**config.mk**
```make
export PLATFORM = sky130hd
export DESIGN_NAME = imu_tilt_and_gyro_conditioner
export DESIGN_NICKNAME = d
export VERILOG_FILES = /design/src/design/imutg_pkg.sv /design/src/design/imutg_ctrl.sv /design/src/design/imutg_dp.sv /design/src/design/imu_tilt_and_gyro_conditioner.sv
export SDC_FILE = /design/constraint.sdc
export NUM_CORES = 2
export LEC_CHECK = 0
export BUFFER_PORTS_ARGS = -buffer_cell sky130_fd_sc_hd__buf_4
export CORE_MARGIN = 4
export CORE_UTILIZATION = 59
export CTS_CLUSTER_DIAMETER = 120
export DETAILED_ROUTE_END_ITERATION = 10
export HOLD_SLACK_MARGIN = 0.06
export PLACE_DENSITY = 0.79
export REMOVE_ABC_BUFFERS = 1
export SLEW_MARGIN = 20
export SYNTH_ARGS = -nofsm -noshare
export SYNTH_HDL_FRONTEND = slang
export SYNTH_HIERARCHICAL = 1
export SYNTH_SLANG_ARGS = --single-unit
```
**constraint.sdc**
```tcl
create_clock -name clk -period 10.3 [get_ports clk]
set_input_delay 0.515 -clock clk [delete_from_list [all_inputs] [get_ports clk]]
set_output_delay 0.515 -clock clk [all_outputs]
set_load 0.02 [all_outputs]
```
**src/design/imutg_pkg.sv**
```systemverilog
package imutg_pkg;

  localparam int MAX_CAL_SAMPLES_DEF = 4096;
  localparam int CAL_SAMPLES_RESET   = 1000;
  localparam int CFG_W               = 13;
  localparam int BIAS_W              = 24;
  localparam int DPS_W               = 18;
  localparam int ANGLE_W             = 15;
  localparam int STEP_W              = 6;
  localparam int SQRT_STEPS          = 32;
  localparam int CORDIC_STEPS        = 26;
  localparam int CORD_W              = 36;
  localparam int Z_W                 = 28;
  localparam int ANGLE_LIMIT         = 11520;
  localparam int GYRO_SCALE          = 131;
  // divide by 131 as floor(n * ceil(2^32 / 131) / 2^32), exact for n below 2^25
  localparam int RATE_MAG_W          = 25;
  localparam int GYRO_RECIP          = 32786010;
  localparam int RECIP_SHIFT         = 32;

  typedef enum logic [1:0] {
    STAT_MEAS = 2'd0,
    STAT_CAL  = 2'd1,
    STAT_DONE = 2'd2
  } status_t;

  typedef enum logic {
    DIV_BIAS = 1'b0,
    DIV_RATE = 1'b1
  } div_mode_t;

  typedef enum logic [3:0] {
    ST_IDLE,
    ST_SEL,
    ST_ACC,
    ST_CHK,
    ST_DIV_LD,
    ST_DIV_RUN,
    ST_DIV_ST,
    ST_SQ_A,
    ST_SQ_B,
    ST_SQRT,
    ST_CORD_LD,
    ST_CORD,
    ST_ANG_ST,
    ST_FIN
  } state_t;

  typedef struct packed {
    logic              load_in;
    logic              cal_acc;
    logic              cal_clear;
    logic              div_load;
    logic              div_step;
    logic              div_store;
    logic              sq_a;
    logic              sq_b;
    logic              sqrt_step;
    logic              cord_load;
    logic              cord_step;
    logic              ang_store;
    logic              out_load;
    div_mode_t         mode;
    logic [1:0]        axis;
    logic              ang_sel;
    logic [STEP_W-1:0] step;
  } cmd_t;

  typedef struct packed {
    logic is_meas;
    logic cal_full;
    logic out_free;
  } sts_t;

  // arctangent of 2^-i in 2^-12 of 1/128 degree
  function automatic logic [24:0] atan_entry(input logic [4:0] i);
    logic [24:0] v;
    case (i)
      5'd0:    v = 25'd23592960;
      5'd1:    v = 25'd13927738;
      5'd2:    v = 25'd7359034;
      5'd3:    v = 25'd3735561;
      5'd4:    v = 25'd1875029;
      5'd5:    v = 25'd938429;
      5'd6:    v = 25'd469329;
      5'd7:    v = 25'd234679;
      5'd8:    v = 25'd117341;
      5'd9:    v = 25'd58671;
      5'd10:   v = 25'd29335;
      5'd11:   v = 25'd14668;
      5'd12:   v = 25'd7334;
      5'd13:   v = 25'd3667;
      5'd14:   v = 25'd1833;
      5'd15:   v = 25'd917;
      5'd16:   v = 25'd458;
      5'd17:   v = 25'd229;
      5'd18:   v = 25'd115;
      5'd19:   v = 25'd57;
      5'd20:   v = 25'd29;
      5'd21:   v = 25'd14;
      5'd22:   v = 25'd7;
      5'd23:   v = 25'd4;
      5'd24:   v = 25'd2;
      5'd25:   v = 25'd1;
      default: v = 25'd0;
    endcase
    return v;
  endfunction

endpackage

```
**src/design/imutg_ctrl.sv**
```systemverilog
module imutg_ctrl #(
  parameter int DIV_STEPS = 44
) (
  input  logic            clk,
  input  logic            rst,
  input  logic            in_valid,
  output logic            in_stall,
  input  imutg_pkg::sts_t sts,
  output imutg_pkg::cmd_t cmd
);
  import imutg_pkg::*;

  state_t            state, state_next;
  logic [STEP_W-1:0] step, step_next;
  logic [1:0]        axis, axis_next;
  logic              ang_sel, ang_sel_next;
  div_mode_t         mode, mode_next;

  always_ff @(posedge clk) begin
    if (rst) begin
      state   <= ST_IDLE;
      step    <= '0;
      axis    <= '0;
      ang_sel <= 1'b0;
      mode    <= DIV_BIAS;
    end else begin
      state   <= state_next;
      step    <= step_next;
      axis    <= axis_next;
      ang_sel <= ang_sel_next;
      mode    <= mode_next;
    end
  end

  assign in_stall = (state != ST_IDLE);

  always_comb begin
    state_next   = state;
    step_next    = step;
    axis_next    = axis;
    ang_sel_next = ang_sel;
    mode_next    = mode;
    cmd          = '0;
    cmd.mode     = mode;
    cmd.axis     = axis;
    cmd.ang_sel  = ang_sel;
    cmd.step     = step;
    unique case (state)
      ST_IDLE: begin
        if (in_valid) begin
          cmd.load_in = 1'b1;
          state_next  = ST_SEL;
        end
      end
      ST_SEL: begin
        axis_next = 2'd0;
        if (sts.is_meas) begin
          mode_next  = DIV_RATE;
          state_next = ST_DIV_LD;
        end else begin
          state_next = ST_ACC;
        end
      end
      ST_ACC: begin
        cmd.cal_acc = 1'b1;
        state_next  = ST_CHK;
      end
      ST_CHK: begin
        if (sts.cal_full) begin
          mode_next  = DIV_BIAS;
          state_next = ST_DIV_LD;
        end else begin
          state_next = ST_FIN;
        end
      end
      ST_DIV_LD: begin
        cmd.div_load = 1'b1;
        step_next    = '0;
        state_next   = ST_DIV_RUN;
      end
      ST_DIV_RUN: begin
        cmd.div_step = 1'b1;
        step_next    = step + 1'b1;
        // rate divide is a single reciprocal multiply
        if (mode == DIV_RATE || step == STEP_W'(DIV_STEPS - 1)) state_next = ST_DIV_ST;
      end
      ST_DIV_ST: begin
        cmd.div_store = 1'b1;
        if (axis != 2'd2) begin
          axis_next  = axis + 1'b1;
          state_next = ST_DIV_LD;
        end else if (mode == DIV_BIAS) begin
          cmd.cal_clear = 1'b1;
          state_next    = ST_FIN;
        end else begin
          ang_sel_next = 1'b0;
          state_next   = ST_SQ_A;
        end
      end
      ST_SQ_A: begin
        cmd.sq_a   = 1'b1;
        state_next = ST_SQ_B;
      end
      ST_SQ_B: begin
        cmd.sq_b   = 1'b1;
        step_next  = '0;
        state_next = ST_SQRT;
      end
      ST_SQRT: begin
        cmd.sqrt_step = 1'b1;
        step_next     = step + 1'b1;
        if (step == STEP_W'(SQRT_STEPS - 1)) state_next = ST_CORD_LD;
      end
      ST_CORD_LD: begin
        cmd.cord_load = 1'b1;
        step_next     = '0;
        state_next    = ST_CORD;
      end
      ST_CORD: begin
        cmd.cord_step = 1'b1;
        step_next     = step + 1'b1;
        if (step == STEP_W'(CORDIC_STEPS - 1)) state_next = ST_ANG_ST;
      end
      ST_ANG_ST: begin
        cmd.ang_store = 1'b1;
        if (!ang_sel) begin
          ang_sel_next = 1'b1;
          state_next   = ST_SQ_A;
        end else begin
          state_next = ST_FIN;
        end
      end
      ST_FIN: begin
        if (sts.out_free) begin
          cmd.out_load = 1'b1;
          state_next   = ST_IDLE;
        end
      end
      default: state_next = ST_IDLE;
    endcase
  end

endmodule

```
**src/design/imutg_dp.sv**
```systemverilog
module imutg_dp #(
  parameter int MAX_CAL_SAMPLES = imutg_pkg::MAX_CAL_SAMPLES_DEF,
  parameter int DW              = 44
) (
  input  logic                                  clk,
  input  logic                                  rst,
  input  logic                                  cfg_valid,
  input  logic [imutg_pkg::CFG_W-1:0]           cfg_data,
  input  logic                                  opcode,
  input  logic signed [15:0]                    accel_x,
  input  logic signed [15:0]                    accel_y,
  input  logic signed [15:0]                    accel_z,
  input  logic signed [15:0]                    rate_x,
  input  logic signed [15:0]                    rate_y,
  input  logic signed [15:0]                    rate_z,
  input  imutg_pkg::cmd_t                       cmd,
  output imutg_pkg::sts_t                       sts,
  input  logic                                  out_stall,
  output logic                                  out_valid,
  output logic [1:0]                            status,
  output logic signed [15:0]                    g_x,
  output logic signed [15:0]                    g_y,
  output logic signed [15:0]                    g_z,
  output logic signed [imutg_pkg::DPS_W-1:0]    dps_x,
  output logic signed [imutg_pkg::DPS_W-1:0]    dps_y,
  output logic signed [imutg_pkg::DPS_W-1:0]    dps_z,
  output logic signed [imutg_pkg::ANGLE_W-1:0]  pitch,
  output logic signed [imutg_pkg::ANGLE_W-1:0]  roll
);
  import imutg_pkg::*;

  localparam int CW  = $clog2(MAX_CAL_SAMPLES + 1);
  localparam int SW  = 16 + $clog2(MAX_CAL_SAMPLES);
  localparam int TW  = (CW > CFG_W) ? CW : CFG_W;
  localparam int DVW = (CW > 8) ? CW : 8;

  logic [CFG_W-1:0] cal_samples;
  logic             op;
  logic signed [15:0] acc [3];
  logic signed [15:0] rte [3];
  logic signed [SW-1:0] sums [3];
  logic [CW-1:0]        count;
  logic signed [BIAS_W-1:0] bias [3];
  logic signed [DPS_W-1:0]  dps_r [3];
  logic signed [ANGLE_W-1:0] pitch_r, roll_r;
  status_t stat;

  // divider
  logic [DW-1:0]  dq;
  logic [DVW-1:0] drem, dvs;
  logic           dneg;
  logic signed [DW-1:0] dvd;
  logic [DVW:0]   dtrial, ddiff;
  logic signed [DW-1:0] qs;
  logic [2*RATE_MAG_W-1:0] rprod;

  // square root and cordic
  logic [31:0] sqa, srad, sroot;
  logic [33:0] srem;
  logic [63:0] sn;
  logic [5:0]  sidx;
  logic [35:0] st, str;
  logic signed [CORD_W-1:0] cx, cy, cdx, cdy;
  logic signed [Z_W-1:0]    cz, zabs;
  logic [Z_W-1:0]           zatan;
  logic [15:0]              mag;
  logic signed [ANGLE_W-1:0] ang;
  logic signed [15:0] num, o1, o2;
  logic [TW-1:0] tgt;

  // calibration length clamped to one..MAX_CAL_SAMPLES
  always_comb begin
    if (cal_samples == '0) tgt = TW'(1);
    else if (TW'(cal_samples) > TW'(MAX_CAL_SAMPLES)) tgt = TW'(MAX_CAL_SAMPLES);
    else tgt = TW'(cal_samples);
  end

  assign sts.is_meas  = op;
  assign sts.cal_full = (TW'(count) >= tgt);
  assign sts.out_free = !out_valid || !out_stall;

  always_comb begin
    if (cmd.ang_sel) begin
      num = acc[1]; o1 = acc[0];
    end else begin
      num = acc[0]; o1 = acc[1];
    end
    o2 = acc[2];
  end

  always_comb begin
    if (cmd.mode == DIV_BIAS) dvd = DW'(sums[cmd.axis]) <<< 8;
    else dvd = (DW'(rte[cmd.axis]) <<< 8) - DW'(bias[cmd.axis]);
    dtrial = {drem, dq[DW-1]};
    ddiff  = dtrial - {1'b0, dvs};
    qs     = dneg ? -signed'(dq) : signed'(dq);
    // rate magnitude stays below 2^25
    rprod  = dq[RATE_MAG_W-1:0] * RATE_MAG_W'(GYRO_RECIP);
  end

  always_comb begin
    sn   = {srad, 32'd0};
    sidx = 6'(63 - 2 * int'(cmd.step));
    st   = {srem, sn[sidx -: 2]};
    str  = {2'b00, sroot, 2'b01};
    cdx  = cy >>> cmd.step[4:0];
    cdy  = cx >>> cmd.step[4:0];
    zatan = Z_W'(atan_entry(cmd.step[4:0]));
    zabs = cz[Z_W-1] ? -cz : cz;
    mag  = 16'((zabs + Z_W'(2048)) >>> 12);
    if (mag > 16'(ANGLE_LIMIT)) mag = 16'(ANGLE_LIMIT);
    if (num == 16'sd0) ang = '0;
    else if (srad == '0) ang = num[15] ? -ANGLE_W'(ANGLE_LIMIT) : ANGLE_W'(ANGLE_LIMIT);
    else ang = cz[Z_W-1] ? -signed'(ANGLE_W'(mag)) : signed'(ANGLE_W'(mag));
  end

  always_ff @(posedge clk) begin
    if (rst) begin
      cal_samples <= CFG_W'(CAL_SAMPLES_RESET);
      count       <= '0;
      out_valid   <= 1'b0;
      for (int i = 0; i < 3; i++) begin
        sums[i] <= '0;
        bias[i] <= '0;
      end
    end else begin
      if (cfg_valid) cal_samples <= cfg_data;
      if (cmd.cal_acc) begin
        for (int i = 0; i < 3; i++) sums[i] <= sums[i] + SW'(rte[i]);
        count <= count + 1'b1;
      end
      if (cmd.cal_clear) begin
        for (int i = 0; i < 3; i++) sums[i] <= '0;
        count <= '0;
      end
      if (cmd.div_store && cmd.mode == DIV_BIAS) bias[cmd.axis] <= qs[BIAS_W-1:0];
      if (cmd.out_load) out_valid <= 1'b1;
      else if (!out_stall) out_valid <= 1'b0;
    end
  end

  always_ff @(posedge clk) begin
    if (cmd.load_in) begin
      op     <= opcode;
      acc[0] <= accel_x; acc[1] <= accel_y; acc[2] <= accel_z;
      rte[0] <= rate_x;  rte[1] <= rate_y;  rte[2] <= rate_z;
      stat   <= opcode ? STAT_MEAS : STAT_CAL;
      for (int i = 0; i < 3; i++) dps_r[i] <= '0;
      pitch_r <= '0;
      roll_r  <= '0;
    end
    if (cmd.cal_clear) stat <= STAT_DONE;
    if (cmd.div_load) begin
      dneg <= dvd[DW-1];
      dq   <= dvd[DW-1] ? DW'(-dvd) : DW'(dvd);
      drem <= '0;
      dvs  <= DVW'(count);
    end
    if (cmd.div_step) begin
      if (cmd.mode == DIV_RATE) begin
        dq <= DW'(rprod >> RECIP_SHIFT);
      end else if (!ddiff[DVW]) begin
        drem <= ddiff[DVW-1:0];
        dq   <= {dq[DW-2:0], 1'b1};
      end else begin
        drem <= dtrial[DVW-1:0];
        dq   <= {dq[DW-2:0], 1'b0};
      end
    end
    if (cmd.div_store && cmd.mode == DIV_RATE) dps_r[cmd.axis] <= qs[DPS_W-1:0];
    if (cmd.sq_a) sqa <= 32'(o1 * o1);
    if (cmd.sq_b) begin
      srad  <= sqa + 32'(o2 * o2);
      srem  <= '0;
      sroot <= '0;
    end
    if (cmd.sqrt_step) begin
      if (st >= str) begin
        srem  <= 34'(st - str);
        sroot <= {sroot[30:0], 1'b1};
      end else begin
        srem  <= st[33:0];
        sroot <= {sroot[30:0], 1'b0};
      end
    end
    if (cmd.cord_load) begin
      cx <= signed'(CORD_W'(sroot));
      cy <= CORD_W'(num) <<< 16;
      cz <= '0;
    end
    if (cmd.cord_step) begin
      if (!cy[CORD_W-1]) begin
        cx <= cx + cdx; cy <= cy - cdy; cz <= cz + signed'(zatan);
      end else begin
        cx <= cx - cdx; cy <= cy + cdy; cz <= cz - signed'(zatan);
      end
    end
    if (cmd.ang_store) begin
      if (cmd.ang_sel) roll_r <= ang;
      else pitch_r <= ang;
    end
    if (cmd.out_load) begin
      status <= stat;
      g_x    <= op ? acc[0] : 16'sd0;
      g_y    <= op ? acc[1] : 16'sd0;
      g_z    <= op ? acc[2] : 16'sd0;
      dps_x  <= dps_r[0];
      dps_y  <= dps_r[1];
      dps_z  <= dps_r[2];
      pitch  <= pitch_r;
      roll   <= roll_r;
    end
  end

endmodule

```
**src/design/imu_tilt_and_gyro_conditioner.sv**
```systemverilog
// imu tilt and gyro conditioner
// input channel: in_valid / in_stall, one six-axis sample a beat, opcode 0 for a
//   calibration sample, 1 for a measurement sample
// output channel: out_valid / out_stall, one result beat per input beat, in order
// config channel: cfg_valid / cfg_ready, cfg_data is the calibration length;
//   cfg_ready is always high, write only while the block is idle
// one sample at a time; in_stall is high from acceptance until the result has
//   moved into the output register, the next beat is taken in the cycle after that
// calibration sample: accumulated into the sums and checked against the length;
//   when it closes the calibration, three passes through the restoring divider
//   by the sample count follow before the result is valid
// measurement sample: the three rates first (divide by 131 as a reciprocal
//   multiply), then pitch and roll (square, 32-step square root, 26-step
//   cordic)
// reset: calibration length back to 1000, sums, count and bias cleared, no
//   result pending
// a stalled output keeps its beat; the finished result then waits inside the
//   block and no new sample is taken until the output register frees up
module imu_tilt_and_gyro_conditioner #(
  parameter int MAX_CAL_SAMPLES = imutg_pkg::MAX_CAL_SAMPLES_DEF
) (
  input  logic                                  clk,
  input  logic                                  rst,
  input  logic                                  cfg_valid,
  output logic                                  cfg_ready,
  input  logic [imutg_pkg::CFG_W-1:0]           cfg_data,
  input  logic                                  in_valid,
  output logic                                  in_stall,
  input  logic                                  opcode,
  input  logic signed [15:0]                    accel_x,
  input  logic signed [15:0]                    accel_y,
  input  logic signed [15:0]                    accel_z,
  input  logic signed [15:0]                    rate_x,
  input  logic signed [15:0]                    rate_y,
  input  logic signed [15:0]                    rate_z,
  output logic                                  out_valid,
  input  logic                                  out_stall,
  output logic [1:0]                            status,
  output logic signed [15:0]                    g_x,
  output logic signed [15:0]                    g_y,
  output logic signed [15:0]                    g_z,
  output logic signed [imutg_pkg::DPS_W-1:0]    dps_x,
  output logic signed [imutg_pkg::DPS_W-1:0]    dps_y,
  output logic signed [imutg_pkg::DPS_W-1:0]    dps_z,
  output logic signed [imutg_pkg::ANGLE_W-1:0]  pitch,
  output logic signed [imutg_pkg::ANGLE_W-1:0]  roll
);
  import imutg_pkg::*;

  // sums carry 16 + log2(max) bits, scaled by 256 for the bias divide;
  // at least 26 bits so the rate numerator fits
  localparam int SUM_W = 16 + $clog2(MAX_CAL_SAMPLES);
  localparam int DW    = (SUM_W + 8 > 26) ? SUM_W + 8 : 26;

  cmd_t cmd;
  sts_t sts;

  // register writes are always taken
  assign cfg_ready = 1'b1;

  imutg_ctrl #(
    .DIV_STEPS(DW)
  ) u_ctrl (
    .clk      (clk),
    .rst      (rst),
    .in_valid (in_valid),
    .in_stall (in_stall),
    .sts      (sts),
    .cmd      (cmd)
  );

  imutg_dp #(
    .MAX_CAL_SAMPLES(MAX_CAL_SAMPLES),
    .DW             (DW)
  ) u_dp (
    .clk       (clk),
    .rst       (rst),
    .cfg_valid (cfg_valid),
    .cfg_data  (cfg_data),
    .opcode    (opcode),
    .accel_x   (accel_x),
    .accel_y   (accel_y),
    .accel_z   (accel_z),
    .rate_x    (rate_x),
    .rate_y    (rate_y),
    .rate_z    (rate_z),
    .cmd       (cmd),
    .sts       (sts),
    .out_stall (out_stall),
    .out_valid (out_valid),
    .status    (status),
    .g_x       (g_x),
    .g_y       (g_y),
    .g_z       (g_z),
    .dps_x     (dps_x),
    .dps_y     (dps_y),
    .dps_z     (dps_z),
    .pitch     (pitch),
    .roll      (roll)
  );

endmodule

```
Word-level counts from Yosys, hierarchy flattened
Memories as Yosys holds them, arrays and structs flattened. A register that Yosys moved wholly into a read port is not among the register bits.
Index checks and enable logic that the tools add are counted.
- input bits: 115
- bits in writable memories: 306
- output and inout port bits: 137
- memory bits (read-only): 800
- register bits: 447
- latch bits: 0
- memories: 6
- memory list (name ; depth ; bits a word ; rd ports ; clocked after memory_dff ; wr ports ; line ; text):
    (name not given) ; 32 ; 25 ; 1 ; 1 ; 0 ; imutg_pkg.sv:78 ; case (i)
    u_dp.sums ; 3 ; 28 ; 4 ; 1 ; 3 ; imutg_dp.sv:41 ; logic signed [SW-1:0] sums [3];
    u_dp.bias ; 3 ; 24 ; 1 ; 1 ; 3 ; imutg_dp.sv:43 ; logic signed [BIAS_W-1:0] bias [3];
    u_dp.dps_r ; 3 ; 18 ; 3 ; 3 ; 3 ; imutg_dp.sv:44 ; logic signed [DPS_W-1:0] dps_r [3];
    u_dp.acc ; 3 ; 16 ; 3 ; 0 ; 3 ; imutg_dp.sv:39 ; logic signed [15:0] acc [3];
    u_dp.rte ; 3 ; 16 ; 4 ; 1 ; 3 ; imutg_dp.sv:40 ; logic signed [15:0] rte [3];
- eq/ne operators: 28
- $mul: 3
- shift operators: 3
- order comparisons: 4
- add/subtract/negate cells: 22
- mux-type cells: 117
- div/mod/pow operators: 0
- reductions and logical operators: 27
- bitwise logic cells: 7
- operators with widths (operator ; count):
    $mux W36 ; 11
    $mux W28 ; 10
    $mux W15 ; 11
    $mux W34 ; 3
    $add A28 B16 Y28 ; 3
    $mux W13 ; 6
    $add A36 B36 Y36 ; 2
    $sshr A36 B5 Y36 ; 2
    $sub A36 B36 Y36 ; 2
    $shiftx A65 B7 Y2 ; 1
    $mul A16 B16 Y32 ; 2
    $mux W32 ; 2
    $pmux W4 S14 ; 1
    $mul A25 B24 Y49 const B ; 1
    $mux W24 ; 2
    $mux W1 ; 43
    $ge A36 B34 Y1 ; 1
    $mux W4 ; 9
    $neg A36 Y36 ; 1
    $sub A34 B34 Y34 ; 1
    $add A32 B32 Y32 ; 1
    $logic_not A32 Y1 ; 1
    $mux W16 ; 2
    $add A28 B13 Y28 const B ; 1
    46 further kinds ; 92

Longest topological paths before layout
- word-level depth: 11
- mapped depth: 33
- depth with buffers taken out: 29

Hierarchy
Netlist, hierarchy kept.
- by module, submodules not included (module ; instances ; area an instance (sq um) ; cells each ; seq. area each (sq um)):
    imutg_dp ; 1 ; 80696.1 ; 8006 ; 22942.0
    imutg_ctrl ; 1 ; 1039.7 ; 140 ; 280.3
    imu_tilt_and_gyro_conditioner ; 1 ; 11.3 ; 2 ; 0.0

Worst setup path before layout
No wires, ideal clock.
- kind: reg2reg
- start: register u_ctrl.state[1]
- end: register u_dp/dps_x[0] in the netlist's numbering, read port of u_dp.dps_r (enable)
- stages on the path, launching flop included: 4
- arrival: 9799 ps
- data required time: 9506 ps
- slack: -293 ps
- cells stage by stage: dfxtp_1 -> buf_4 -> nand2b_1 -> nor3_1
- RTL lines (what ; line ; text):
    start, declared ; imutg_ctrl.sv:13 ; state_t state, state_next;
    start signal, assigned ; imutg_ctrl.sv:27 ; state <= state_next;
    end, declared ; imutg_dp.sv:24 ; output logic signed [imutg_pkg::DPS_W-1:0] dps_x,

Worst setup path after layout
- start: register u_ctrl.ang_sel
- end: register u_dp.sqa[31] (data pin)
- longest elaborated chain between the ends: 2
- RTL lines (what ; line ; text):
    start, declared ; imutg_ctrl.sv:16 ; logic ang_sel, ang_sel_next;
    start signal, assigned ; imutg_ctrl.sv:30 ; ang_sel <= ang_sel_next;
    $mux W16 ; imutg_dp.sv:83 ; if (cmd.ang_sel) begin
    $mul A16 B16 Y32 ; imutg_dp.sv:171 ; if (cmd.sq_a) sqa <= 32'(o1 * o1);
    end signal, assigned ; imutg_dp.sv:171 ;
    end, declared ; imutg_dp.sv:58 ; logic [31:0] sqa, srad, sroot;
No other way between the ends.
A chain may end at the register's enable or synchronous reset.

==> metrics.cfg <==
[status]
status=finished clean

[sta]
setup_viol=0
period_share=0.862
worst_pin_slew_ns=1.22
finalHoldViolations=0
fmax_mhz=113
slew_violations=0
rsz0062_at_grt=false
final.setup_skew_ns=0.0561
fin_crit_ns=8.88
slew_headroom=0.166

[worst_setup_path]
rr_worst_depth=26
critical_path.startpoint=u_ctrl/ang_sel
cp.required_ns=10.78
critPathCaptureType=register
path_max_fanout=22
ff2ff_setup_slack_ns=1.42
rr_startpoint=u_ctrl/ang_sel
cp_data_arrival_time_ns=9.36
critPathKind=register to register
cp-start-kind=register
r2r_end=u_dp/sqa[31]
endpoint=u_dp/sqa[31]

[clocking]
ctsResizeCount=0
tritoncts.num_buffers=93
clockBufferDepth=3
clock_latency_ns=0.74
cts.sinks=830
clk_pin_slew_ns=0.07
cts-root-buf=clkbuf_16
cts_tree=yes
cts_max_level=3

[detailed_routing]
routed_wl_mm=219
wire_per_inst_um=21.3
vias=62700
first_pass_iters=8
drt_iter0_markers=5920
drc_errors=0
ant_nets=0
via_per_inst=6.10

[logic_synthesis]
syn_avg_cell_area_um2=10.0
yosys.area.top_type=edfxtp_1
yosysSeqAreaShare=0.284
synthCells=8148
yosysTopAreaCellShare=0.242
synth_area_mm2=0.0817
ys.flop_type=edfxtp_1
synthTopCellsByArea=edfxtp_1 24%, fa_1 18%, ha_1 11%
ys_ff_latch=830
async_reset_ff_frac=0
synth_edf_count=660
synthDistinctLibCells=102
yosysWarnings=6

[grt]
grt_overflow=0
grt_max_degree=81
grt_pass1_wl_mm=349
antenna_found_initial=14
grt_pass1_vias=64200
grt_use_total=0.302

[floorplan]
pin_count=252
design.core.area_mm2=0.137
initial_utilization=0.595
dieWidth_um=380
die_h_um=380
die_area_mm2=0.145
rows=136

[placement]
portBuffers=250
finalWeightedCongestion=1.00
dp_cells=9994
hpwl_mm=166

[layout]
fin_nets=10000
stdcell_count=10300
num-fill-cells=10500
drive_gt1_frac=0.0874
syn2layout_area_growth_pct=9.93

[job]
timing.max_cap.violations=0

[hold_path]
min_from=cfg_valid
hold_class=primary input to register

[sequential cells by signal, summed over array words and instances, names as in the netlist, 16 cells and up]
name and cells:
u_dp/acc 48, u_dp/bias 96, u_dp/cx 36, u_dp/cy 36, u_dp/cz 28, u_dp/dps_r 54, u_dp/dps_x 18, u_dp/dps_y 18
u_dp/dps_z 18, u_dp/dq 36, u_dp/g_x 16, u_dp/g_y 16, u_dp/g_z 16, u_dp/rte 48, u_dp/sqa 31, u_dp/srad 32
u_dp/srem 34, u_dp/sroot 32, u_dp/sums 84
[per-stage QoR]
step	area [µm²]	TNS [ns]	setup WS [ns]	util	hold WS, ns
2_1_floorplan	80600	-67.39	-0.741	-	0.400
3_3_place_gp	85400	0	1.89	0.621	0.402
3_5_place_dp	85400	0	1.50	0.621	0.405
4_1_cts	89800	0	1.50	0.653	0.137
5_1_grt	89900	0	0.861	0.654	0.196
6_report	89900	0	1.42	0.654	0.193
[layout make-up]
| type | instances | area, µm² | share of cell area |
|---|---|---|---|
| timing repair buffer | 443 | 3600 | 0.0401 |
| multi-input combinational | 5875 | 53100 | 0.591 |
| clock inverter | 55 | 732 | 0.00815 |
| clock buffer | 120 | 2570 | 0.0287 |
| inverter | 1163 | 4370 | 0.0486 |
| tap | 1794 | 2240 | 0.0250 |
| sequential | 830 | 23200 | 0.259 |
| antenna | 6 | 15.0 | 0.000167 |
[per-layer routing]
metal,vias up,GRT usage,wire length (µm),part of all wire
met3,490,0.0665,21800,0.10
li1,28500,-,-,-
met2,2778,0.496,104000,0.47
met5,-,0,23,0.00011
met4,4,0.105,7430,0.034
met1,31000,0.397,85700,0.39
[repair_timing]
item	4_1_cts	5_1_grt
endpoints found under the hold margin	112	0
hold buffers	111	0
setup buffers	0	0
[layout by cell type (no fill, tap or decap), drive strengths merged, types with 33 or more instances in the layout]
master / instances
o21a: 58
a31oi: 49
nand2b: 72
a211oi: 73
clkbuf: 120
nor4: 41
mux2: 47
xnor2: 308
fa: 747
mux4: 136
nor2: 739
a21o: 135
nor3: 123
o211ai: 35
xor2: 141
o31ai: 34
o21bai: 35
dfxtp: 170
buf: 332
or3: 53
nand4: 33
nand2: 551
nand3: 110
nor2b: 80
ha: 739
clkinv: 41
and3: 59
mux2i: 232
dlygate4sd3: 111
a21oi: 387
and2: 166
edfxtp: 660
inv: 1159
o21ai: 344
[worst max-delay path: stages (launching register included)]
cell and delay (ns):
dfxtp_2 0.66, mux2i_1 0.87, clkinv_1 0.59, nand2_1 0.26, inv_1 0.08, fa_1 0.54, inv_1 0.06, fa_1 0.57
fa_1 0.47, fa_1 0.55, inv_1 0.05, fa_1 0.47, inv_1 0.06, fa_1 0.47, inv_1 0.04, ha_1 0.36
nand3_1 0.09, a211oi_1 0.44, o21ai_0 0.23, o21ai_0 0.53, o2111ai_1 0.22, a21oi_1 0.25, o21ai_0 0.17, a21oi_1 0.17
a21oi_1 0.11, o21ai_0 0.25, xnor2_1 0.10
[synthesized netlist by cell type (all sizes together), types with 34 or more instances]
master  count
mux4      136
nor2      739
a21o      135
o21bai     35
o21a       58
nand2     551
a31oi      49
fa        747
buf        83
a21oi     387
mux2i     232
nor3      123
clkbuf    197
edfxtp    660
nand2b     72
ha        739
nor4       41
inv      1155
mux2       47
xnor2     308
o21ai     344
a211oi     73
xor2      141
or3        53
nor2b      80
and3       59
nand3     110
and2      166
dfxtp     170
o31ai      34
o211ai     35
[worst min path at each step]
stage,to,slack (ns),cells after the start
2_1_floorplan,u_dp/dps_x[0],0.40,0
3_3_place_gp,u_dp/dps_x[16],0.40,0
3_5_place_dp,u_dp/dps_y[17],0.40,0
4_1_cts,u_dp/cal_samples[9],0.14,2
5_1_grt,u_dp/cal_samples[9],0.20,2
6_report,u_dp/cal_samples[9],0.19,2
[cell families (layout without fill, tap and decap cells)]
kind of cell               Yosys count  count (layout)  synth area share
AOI/OAI and AO/OA                 1388            1388             0.109
buffers and inverters             1443            1781            0.0678
other                                2               8         0.0000919
muxes                              415             415            0.0724
and+or+nand+nor                   2135            2135             0.123
adders and majority gates         1486            1486             0.296
xor gates and xnor gates           449             449            0.0481
DFF                                830             830             0.284
Power is left out: the tool's default activity adds up to more than one toggle a clock period on the data nets, which glitch-free logic cannot reach.
